### config.mk
export PLATFORM = sky130hd
export DESIGN_NAME = button_click_event_detector
export DESIGN_NICKNAME = d
export VERILOG_FILES = /design/src/design/bced_pkg.sv /design/src/design/bced_cfg.sv /design/src/design/bced_core.sv /design/src/design/button_click_event_detector.sv
export SDC_FILE = /design/constraint.sdc
export NUM_CORES = 1
export LEC_CHECK = 0
export BUFFER_PORTS_ARGS = -buffer_cell sky130_fd_sc_hd__buf_2
export CAP_MARGIN = 5
export CORE_ASPECT_RATIO = 1.5
export CORE_MARGIN = 2
export CORE_UTILIZATION = 24
export DETAILED_ROUTE_END_ITERATION = 8
export HOLD_SLACK_MARGIN = 0.06
export SYNTH_ARGS = -nofsm -noshare
export SYNTH_HDL_FRONTEND = slang
export SYNTH_SLANG_ARGS = --single-unit
### constraint.sdc
create_clock -name clk -period 4.19 [get_ports clk]
set_input_delay 0.6285 -clock clk [delete_from_list [all_inputs] [get_ports clk]]
set_output_delay 0.6285 -clock clk [all_outputs]
set_load 0.01 [all_outputs]
### src/design/bced_pkg.sv
// Shared types and constants for the button click event detector.
// Holds the configuration bundle, the stage encoding and the event codes.
// No dependencies.
package bced_pkg;

	// Millisecond counter width and its saturation value.
	localparam int unsigned CNT_W = 17;
	localparam logic [CNT_W-1:0] CNT_MAX = '1;

	// Configuration register widths and indexes.
	localparam int unsigned THR_W = 16;
	localparam int unsigned TICK_W = 10;
	localparam int unsigned CFG_IDX_W = 2;
	localparam int unsigned CFG_DATA_W = 16;
	localparam logic [CFG_IDX_W-1:0] REG_LONG_THR = 2'd0;
	localparam logic [CFG_IDX_W-1:0] REG_DOUBLE_THR = 2'd1;
	localparam logic [CFG_IDX_W-1:0] REG_TICK_PERIOD = 2'd2;

	// Reset values of the configuration registers.
	localparam logic [THR_W-1:0] LONG_THR_RST = 16'd1000;
	localparam logic [THR_W-1:0] DOUBLE_THR_RST = 16'd300;
	localparam logic [TICK_W-1:0] TICK_PERIOD_RST = 10'd10;

	// Event codes reported per tick.
	localparam int unsigned EV_W = 2;
	localparam logic [EV_W-1:0] EV_NONE = 2'd0;
	localparam logic [EV_W-1:0] EV_SINGLE = 2'd1;
	localparam logic [EV_W-1:0] EV_DOUBLE = 2'd2;
	localparam logic [EV_W-1:0] EV_LONG = 2'd3;

	// Current configuration as seen by the classifier.
	typedef struct packed {
		logic [THR_W-1:0]  long_thr;
		logic [THR_W-1:0]  double_thr;
		logic [TICK_W-1:0] tick_period;
	} cfg_t;

	// Classifier stages, one-hot.
	typedef enum logic [5:0] {
		ST_WAIT     = 6'b000001,
		ST_DEBOUNCE = 6'b000010,
		ST_HOLD     = 6'b000100,
		ST_GAP      = 6'b001000,
		ST_RELEASE  = 6'b010000,
		ST_REPEAT   = 6'b100000
	} stage_t;

endpackage

### src/design/bced_cfg.sv
// Configuration register file for the button click event detector.
// Depends on bced_pkg for widths, register indexes and reset values.
module bced_cfg import bced_pkg::*; (
	input  logic                  clk,
	input  logic                  arst_n,
	input  logic                  cfg_we,
	input  logic [CFG_IDX_W-1:0]  cfg_index,
	input  logic [CFG_DATA_W-1:0] cfg_data,
	output cfg_t                  cfg
);

	logic [THR_W-1:0]  long_thr_q;
	logic [THR_W-1:0]  double_thr_q;
	logic [TICK_W-1:0] tick_period_q;

	// Write one register per enabled cycle; unknown indexes are dropped.
	always_ff @(posedge clk or negedge arst_n) begin
		if (!arst_n) begin
			long_thr_q    <= LONG_THR_RST;
			double_thr_q  <= DOUBLE_THR_RST;
			tick_period_q <= TICK_PERIOD_RST;
		end else if (cfg_we) begin
			case (cfg_index)
				REG_LONG_THR:    long_thr_q <= cfg_data[THR_W-1:0];
				REG_DOUBLE_THR:  double_thr_q <= cfg_data[THR_W-1:0];
				REG_TICK_PERIOD: tick_period_q <= cfg_data[TICK_W-1:0];
				default: ;
			endcase
		end
	end

	assign cfg.long_thr    = long_thr_q;
	assign cfg.double_thr  = double_thr_q;
	assign cfg.tick_period = tick_period_q;

endmodule

### src/design/bced_core.sv
// Click classifier: stage register, hold and gap counters, event decode.
// Depends on bced_pkg for the stage type, event codes and cfg_t.
module bced_core import bced_pkg::*; (
	input  logic            clk,
	input  logic            arst_n,
	input  logic            step,
	input  logic            pressed,
	input  cfg_t            cfg,
	output logic [EV_W-1:0] event_nxt
);

	stage_t           stage_q, stage_nxt;
	logic [CNT_W-1:0] hold_q, hold_nxt;
	logic [CNT_W-1:0] gap_q, gap_nxt;
	logic [CNT_W:0]   hold_sum, gap_sum;
	logic [CNT_W-1:0] hold_sat, gap_sat;

	// Saturating advance of both counters by the tick period.
	assign hold_sum = {1'b0, hold_q} + {{(CNT_W+1-TICK_W){1'b0}}, cfg.tick_period};
	assign gap_sum  = {1'b0, gap_q} + {{(CNT_W+1-TICK_W){1'b0}}, cfg.tick_period};
	assign hold_sat = hold_sum[CNT_W] ? CNT_MAX : hold_sum[CNT_W-1:0];
	assign gap_sat  = gap_sum[CNT_W] ? CNT_MAX : gap_sum[CNT_W-1:0];

	// Next stage, counters and event for the current tick.
	always_comb begin
		stage_nxt = stage_q;
		hold_nxt  = hold_q;
		gap_nxt   = gap_q;
		event_nxt = EV_NONE;
		case (stage_q)
			ST_WAIT: begin
				if (pressed) stage_nxt = ST_DEBOUNCE;
			end
			ST_DEBOUNCE: begin
				if (pressed) begin
					stage_nxt = ST_HOLD;
					hold_nxt  = '0;
				end else begin
					stage_nxt = ST_WAIT;
				end
			end
			ST_HOLD, ST_REPEAT: begin
				if (!pressed) begin
					// A release after a long press ends without a click.
					stage_nxt = (stage_q == ST_HOLD) ? ST_GAP : ST_WAIT;
				end else if (hold_sat >= {{(CNT_W-THR_W){1'b0}}, cfg.long_thr}) begin
					event_nxt = EV_LONG;
					stage_nxt = ST_REPEAT;
					hold_nxt  = '0;
				end else begin
					hold_nxt = hold_sat;
				end
			end
			ST_GAP: begin
				gap_nxt = gap_sat;
				if (pressed) begin
					event_nxt = EV_DOUBLE;
					stage_nxt = ST_RELEASE;
				end else if (gap_sat > {{(CNT_W-THR_W){1'b0}}, cfg.double_thr}) begin
					event_nxt = EV_SINGLE;
					stage_nxt = ST_RELEASE;
				end
			end
			ST_RELEASE: begin
				if (!pressed) begin
					gap_nxt   = '0;
					hold_nxt  = '0;
					stage_nxt = ST_WAIT;
				end
			end
			default: begin
				stage_nxt = ST_WAIT;
			end
		endcase
	end

	// State advances only when a tick is processed.
	always_ff @(posedge clk or negedge arst_n) begin
		if (!arst_n) begin
			stage_q <= ST_WAIT;
			hold_q  <= '0;
			gap_q   <= '0;
		end else if (step) begin
			stage_q <= stage_nxt;
			hold_q  <= hold_nxt;
			gap_q   <= gap_nxt;
		end
	end

endmodule

### src/design/button_click_event_detector.sv
// Button click event detector: each request on the input channel is one timer
// tick with the sampled button level, and each tick yields exactly one event
// code (none, single press, double click or long press). A tick passes through
// an input register, the classifier logic and a result register, and one tick
// is taken every cycle; the only limit on rate is the consumer's ready.
// Thresholds and tick period are to be written through the configuration port
// while no tick is in flight; the block itself does not enforce this.
// Depends on bced_pkg, bced_cfg and bced_core.
module button_click_event_detector import bced_pkg::*; (
	input  logic                  clk,
	input  logic                  arst_n,
	input  logic                  in_valid,
	output logic                  in_ready,
	input  logic                  pin_level,
	output logic                  out_valid,
	input  logic                  out_ready,
	output logic [EV_W-1:0]       event_code,
	input  logic                  cfg_we,
	input  logic [CFG_IDX_W-1:0]  cfg_index,
	input  logic [CFG_DATA_W-1:0] cfg_data
);

	cfg_t            cfg;
	logic            valid_s1, pin_s1;
	logic            valid_s2;
	logic [EV_W-1:0] event_s2;
	logic [EV_W-1:0] event_nxt;
	logic            adv_s2, adv_s1;

	// The result register frees when empty or taken; the input register
	// frees when empty or moving into the result register.
	assign adv_s2   = !valid_s2 || out_ready;
	assign adv_s1   = valid_s1 && adv_s2;
	assign in_ready = !valid_s1 || adv_s2;

	bced_cfg u_cfg (
		.clk       (clk),
		.arst_n    (arst_n),
		.cfg_we    (cfg_we),
		.cfg_index (cfg_index),
		.cfg_data  (cfg_data),
		.cfg       (cfg)
	);

	bced_core u_core (
		.clk       (clk),
		.arst_n    (arst_n),
		.step      (adv_s1),
		.pressed   (pin_s1),
		.cfg       (cfg),
		.event_nxt (event_nxt)
	);

	// Input stage valid flag.
	always_ff @(posedge clk or negedge arst_n) begin
		if (!arst_n) begin
			valid_s1 <= 1'b0;
		end else if (in_ready) begin
			valid_s1 <= in_valid;
		end
	end

	// Input stage payload.
	always_ff @(posedge clk) begin
		if (in_valid && in_ready) begin
			pin_s1 <= pin_level;
		end
	end

	// Result stage valid flag.
	always_ff @(posedge clk or negedge arst_n) begin
		if (!arst_n) begin
			valid_s2 <= 1'b0;
		end else if (adv_s2) begin
			valid_s2 <= valid_s1;
		end
	end

	// Result stage payload.
	always_ff @(posedge clk) begin
		if (adv_s1) begin
			event_s2 <= event_nxt;
		end
	end

	assign out_valid  = valid_s2;
	assign event_code = event_s2;

endmodule
# Word level (Yosys, flattened, before mapping)
# Index checks and enable logic that the tools add are counted.
word_totals:
  ff_bits: 87
  inputBits: 24
  word_cells: 66
  output_inout_bits: 4
op_classes:
  n_lt_le_gt_ge: 2
  n_reduce_logical: 16
  add_sub_neg: 2
  eq_ne: 14
  muxes: 22
ops:
  columns: ["cell", "n"]
  rows:
  - ["$mux W17", 6]
  - ["$pmux W17 S3", 1]
  - ["$add A17 B10 Y18", 2]
  - ["$mux W6", 6]
  - ["$pmux W17 S2", 1]
  - ["$pmux W6 S5", 1]
  - ["$ge A17 B16 Y1", 1]
  - ["$gt A17 B16 Y1", 1]
  - ["$reduce_and A5 Y1", 2]
  - ["$ne A2 B2 Y1 const B", 4]
  - ["$eq A6 B1 Y1 const B", 1]
  - ["$eq A6 B2 Y1 const B", 1]
  - ["$eq A6 B3 Y1 const B", 1]
  - ["$eq A6 B4 Y1 const B", 1]
  - ["$eq A6 B5 Y1 const B", 1]
  - ["$eq A6 B6 Y1 const B", 1]
  - ["$mux W2", 3]
  - ["$ne A3 B2 Y1 const B", 2]
  - ["$reduce_and A2 Y1", 3]
  - ["$mux W4", 1]
  - ["$pmux W2 S2", 1]
  - ["$mux W3", 1]
  - ["$reduce_and A3 Y1", 1]
  - ["$reduce_bool A3 Y1", 1]
  - ["9 further kinds", 12]

# Logic depth before layout (Yosys ltp)
logic_depth:
  depth_word: 6
  mapped_depth: 18
  ltp_nobuf: 17

# By module
# From an unflattened synthesis, not the netlist that was laid out.
hier_totals:
  hier_cells: 570
  area_unflattened_um2: 5835.6
modules_own_cells:
  columns: ["module", "instances", "cells_per_inst", "area_each_um2"]
  rows:
  - ["bced_core", 1, 469, 4041.4]
  - ["bced_cfg", 1, 90, 1600.3]
  - ["button_click_event_detector", 1, 11, 193.9]

# Worst setup path after synthesis
# Ideal clock, no wire load.
synth_path:
  kind: "flip-flop to flip-flop"
  startpoint: "register u_cfg.tick_period_q[1]"
  endpoint: "register event_s2[1], in the netlist event_code[1], data pin"
  synth_period_minus_slack_ns: 3.808
  path_slack_ns: 0.382
  setup_time_ns: 0.263
  t_required_ns: 3.927
  arrival_ns: 3.545
  path_buffers: 2
  stages_incl_launch_ff: 18
  path_cell_list: "dfstp_2 ha_1 a211oi_2 nor2_1 o31ai_1 a21boi_1 o211ai_1 buf_2 nand2_1 ha_1 a21oi_1 o21ai_0 a221oi_1 and3_1 o311ai_4 nor2_2 buf_2 o21ai_0"
synth_between:
  elab_chain_len: 6
synth_lines:
  columns: ["item", "line", "rtl"]
  rows:
  - ["start, declared", "bced_cfg.sv:14", "logic [TICK_W-1:0] tick_period_q;"]
  - ["start signal, assigned", "bced_cfg.sv:26", "REG_TICK_PERIOD: tick_period_q <= cfg_data[TICK_W-1:0];"]
  - ["$add A17 B10 Y18", "bced_core.sv:19", "assign hold_sum = {1'b0, hold_q} + {{(CNT_W+1-TICK_W){1'b0}}, cfg.tick_period};"]
  - ["$mux W17", "bced_core.sv:21", "assign hold_sat = hold_sum[CNT_W] ? CNT_MAX : hold_sum[CNT_W-1:0];"]
  - ["$ge A17 B16 Y1", "bced_core.sv:46", "end else if (hold_sat >= {{(CNT_W-THR_W){1'b0}}, cfg.long_thr}) begin"]
  - ["$mux W2", "bced_core.sv:46", null]
  - ["$mux W2", "bced_core.sv:43", "if (!pressed) begin"]
  - ["$pmux W2 S2", "bced_core.sv:30", "case (stage_q)"]
  - ["net event_nxt[1]", "button_click_event_detector.sv:27", "logic [EV_W-1:0] event_nxt;"]
  - ["end signal, assigned", "button_click_event_detector.sv:82", "event_s2 <= event_nxt;"]
  - ["end, declared", "button_click_event_detector.sv:26", "logic [EV_W-1:0] event_s2;"]
# The timed path passes the listed nets, and every way through them passes these cells.
# A chain may end at the register's enable or synchronous reset.

# Worst setup path after layout
layout_path:
  startpoint: "register u_cfg.tick_period_q[1]"
  endpoint: "register u_core.hold_q[1]"
layout_between:
  elab_chain_len: 6
layout_lines:
  columns: ["item", "line", "rtl"]
  rows:
  - ["$add A17 B10 Y18 *", "bced_core.sv:19", null]
  - ["$mux W17 *", "bced_core.sv:21", null]
  - ["$ge A17 B16 Y1", "bced_core.sv:46", null]
  - ["$mux W17 *", "bced_core.sv:46", null]
  - ["$mux W17 *", "bced_core.sv:43", null]
  - ["$pmux W17 S3 *", "bced_core.sv:30", null]
  - ["end signal, assigned", "bced_core.sv:85", "hold_q <= hold_nxt;"]
  - ["end, declared", "bced_core.sv:13", "logic [CNT_W-1:0] hold_q, hold_nxt;"]
# Every way passes the cells marked *; elsewhere a longest branch is shown, timed or not. The select of a mux whose other input is x is not followed.

==> flow_summary.yaml <==
cells_and_area:
  syn_to_final_growth_pct: 16.8
  antennaDiodeCount: 0
  layout-drive-gt1-share_pct: 20.2
  nFillCells: 2453
  fin_nets: 702
floorplanning:
  start_util_pct: 24.5
  core_mm2: 0.0231
  die_w_um: 129
  io_pins: 28
  design.die.area_mm2: 0.0249
  rows: 68
  die_h_um: 192
pwr:
  power.internal_mw: 1.91
  switching_share_pct: 35.0
  p_comb_share_pct: 35.7
  clock_power_share_pct: 27.4
  powerDensity_mw_per_mm2: 444
  power_leakage_nw: 3.01
  ir_worst_vdd_uv: 199
  pwr-share-seq_pct: 36.9
  p_sw_mw: 1.03
drt:
  drt_iter0_drc: 257
  ant_nets: 0
  routed_wl_mm: 14.9
  via_count: 4500
  dr.pass1.iters: 4
  vias_per_cell: 4.77
  wl_per_cell_um: 15.7
  drc: 0
worst_setup_path:
  r2r_start: "u_cfg.tick_period_q[1]$_DFFE_PN1P_"
  worst_setup_path_end_kind: "register"
  rrSetupSlack_ns: 0.16
  crit_type: "register to register"
  r2r_cells: 17
  r2r_end: "u_core.hold_q[1]$_DFFE_PN0P_"
  cp.arrival_ns: 4.26
  startpoint_type: "register"
  crit_fanout: 11
  crit_required_ns: 4.41
timing:
  skew_ns: 0.0152
  drv_slew: 0
  setup_viol: 0
  min_period_over_period_pct: 96.3
  layout_setup_ws_ns: 0.155
  tightest_slew_ns: 0.958
  clock.fmax_mhz: 248
  final-hold-violation-count: 0
  fin_crit_ns: 4.03
  slew-limit-headroom_pct: 35.9
  holdWs_ns: 0.355
placed_design:
  dp_hpwl_mm: 11.5
  pre_cts_slack_ns: -0.0476
  place_congestion: 0.902
  io_buffers: 27
run_status:
  status: "completed"
synthesis:
  synthCells: 591
  async_flop_share_pct: 96.6
  syn-num-nets: 669
  yosysWarnings: 0
  synth_area_mm2: 0.00567
  syn_avg_cell_area_um2: 9.59
  synth.distinct_cells: 64
  synth_edf_count: 3
  synthFlopType: "dfrtp_1"
  seq_area_frac_synth_pct: 39.0
  ys_seq_elements: 87
grt:
  grt_pass1_wl_mm: 24.2
  grt_use_total_pct: 12.6
  grt_max_degree: 64
  grt_pass1_vias: 4629
  grt.overflow.total: 0
  antenna_found_initial: 0
clock_tree:
  clk_path_buf_depth: 2
  cts_made_buffers: 9
  clk_latency_ns: 0.35
  cts_tree: "done"
  cts_sinks: 87
  root_buffer: "clkbuf_16"
  htree_levels: 3
  clkTransAtPathRegs_ns: 0.07
min_path:
  hp-class: "input pin to asynchronous set/reset pin"
job:
  drv_cap: 0
==> metal layers <==
layer | GRT usage (%) | vias to the layer above | routed length, um
met2 | 24.5 | 68 | 8290
met1 | 13.2 | 2183 | 5750
met5 | 0 | - | 0
met4 | 6.53 | 0 | 508
li1 | - | 2215 | -
met3 | 1.11 | 34 | 317
==> synth_stat cells (3+ instances only) <==
cell type | n | area (um2)
nor2b_1 | 5 | 31.3
a21o_1 | 13 | 97.6
o21bai_1 | 3 | 22.5
and3_1 | 7 | 43.8
buf_2 | 8 | 40.0
mux2_2 | 31 | 349
a31oi_1 | 6 | 37.5
o21ai_0 | 40 | 200
nand3_1 | 20 | 100
xnor2_1 | 10 | 87.6
ha_1 | 52 | 651
nand3b_1 | 4 | 30.0
a32o_1 | 11 | 110
nor2_1 | 30 | 113
a211oi_1 | 5 | 37.5
a21oi_1 | 28 | 140
and2_1 | 5 | 31.3
nor3_1 | 9 | 45.0
a22o_1 | 12 | 105
o21a_1 | 7 | 52.6
o41ai_1 | 3 | 26.3
o31ai_1 | 5 | 37.5
a2bb2oi_1 | 6 | 52.6
inv_1 | 41 | 154
o21ai_1 | 3 | 15.0
clkbuf_1 | 12 | 45.0
nand2_1 | 57 | 214
dfstp_2 | 13 | 342
xor2_1 | 8 | 70.1
nand2b_1 | 10 | 62.6
dfrtp_1 | 71 | 1780
nand4_1 | 10 | 62.6
o211ai_1 | 4 | 30.0
edfxtp_1 | 3 | 90.1
==> critical path, stage by stage (launching register included) <==
cell	delay [ns]
dfstp_2	0.53
ha_1	0.24
a211oi_2	0.25
nor2_1	0.09
o31ai_2	0.26
a21boi_1	0.12
buf_4	0.17
o211ai_1	0.24
mux2_4	0.35
ha_4	0.27
nand3_1	0.08
nor2_1	0.23
nand4_1	0.15
and3_1	0.25
o311ai_4	0.12
nor2_2	0.11
buf_12	0.17
a32o_1	0.24
==> metrics by stage <==
| step | total power [mW] | utilization (%) | instances | area (um2) | setup TNS (ns) |
|---|---|---|---|---|---|
| after floorplan | 1.79 | - | 591 | 5670 | 0 |
| after global placement | 2.08 | 26.8 | 923 | 6210 | -0.0386 |
| after detailed placement | 2.09 | 26.8 | 923 | 6210 | -0.0476 |
| after CTS | 2.92 | 28.1 | 939 | 6500 | 0 |
| after global routing | 3.15 | 28.6 | 944 | 6620 | -0.0173 |
| final | 2.94 | 28.6 | 944 | 6620 | 0 |
==> layout make-up <==
type | instances | area, um2 | area share, %
multi-input combinational | 440 | 3290 | 49.7
sequential | 87 | 2210 | 33.4
tap | 315 | 394 | 5.95
timing repair buffer | 45 | 285 | 4.31
clock buffer | 11 | 233 | 3.52
inverter | 41 | 154 | 2.32
clock inverter | 5 | 58.8 | 0.888
==> cells by family (layout without fill, tap and decap cells) <==
group / after synthesis / count (layout) / share of synthesized area [%]
xor gates and xnor gates: 18 / 18 / 2.78
adders and majority gates: 54 / 54 / 12.2
AOI/OAI and AO/OA: 165 / 165 / 20.3
DFF: 87 / 87 / 39.0
and+or+nand+nor: 170 / 170 / 14.7
buffers and inverters: 64 / 102 / 4.61
muxes: 33 / 33 / 6.51
==> placed cells by master (no fill, tap or decap), drive strengths merged, types with 7 or more instances in the layout <==
| cell | count |
|---|---|
| nand2b | 10 |
| nand4 | 10 |
| nand3 | 20 |
| nand2 | 58 |
| a21oi | 28 |
| xor2 | 8 |
| buf | 45 |
| a22o | 12 |
| ha | 52 |
| xnor2 | 10 |
| a32o | 11 |
| nor3 | 9 |
| nor2 | 31 |
| mux2 | 31 |
| o21a | 7 |
| clkbuf | 11 |
| inv | 41 |
| a21o | 13 |
| and3 | 7 |
| o21ai | 44 |
| dfrtp | 71 |
| dfstp | 13 |
==> worst max path at each step <==
stage / end / slack [ns] / start / cells past startpoint
2_1_floorplan: event_code[1]$_DFFE_PP_ / 0.38 / u_cfg.tick_period_q[1]$_DFFE_PN1P_ / 17
3_3_place_gp: event_code[0]$_DFFE_PP_ / -0.04 / u_cfg.tick_period_q[1]$_DFFE_PN1P_ / 15
3_5_place_dp: event_code[0]$_DFFE_PP_ / -0.05 / u_cfg.tick_period_q[1]$_DFFE_PN1P_ / 15
4_1_cts: event_code[0]$_DFFE_PP_ / 0.01 / u_cfg.tick_period_q[1]$_DFFE_PN1P_ / 15
5_1_grt: u_core.stage_q[1]$_DFFE_PN0P_ / -0.02 / u_cfg.tick_period_q[1]$_DFFE_PN1P_ / 17
6_report: u_core.hold_q[1]$_DFFE_PN0P_ / 0.16 / u_cfg.tick_period_q[1]$_DFFE_PN1P_ / 17
==> power groups by stage <==
stage	Sequential, mW	Combinational, mW	Clock (mW)
after floorplan	1.07	0.727	0
after global placement	1.10	0.986	0
after detailed placement	1.10	0.997	0
after CTS	1.08	1.00	0.833
after global routing	1.10	1.19	0.861
final	1.09	1.05	0.806
==> registers in the layout, summed over array words and instances, names as in the netlist <==
name,flops
u_core.gap_q,17
u_core.hold_q,17
u_cfg.double_thr_q,16
u_cfg.long_thr_q,16
u_cfg.tick_period_q,10
u_core.stage_q,6
event_code,2
out_valid,1
pin_s1,1
valid_s1,1
==> repair_timing <==
action | in CTS | in global routing
hold endpoints to repair | 0 | 0
pin swaps | 0 | 9
hold buffers | 0 | 0
resized for setup | 1 | 18
setup endpoints to repair | 2 | 22
setup buffers | 0 | 5
(Power assumes the default switching activity.)
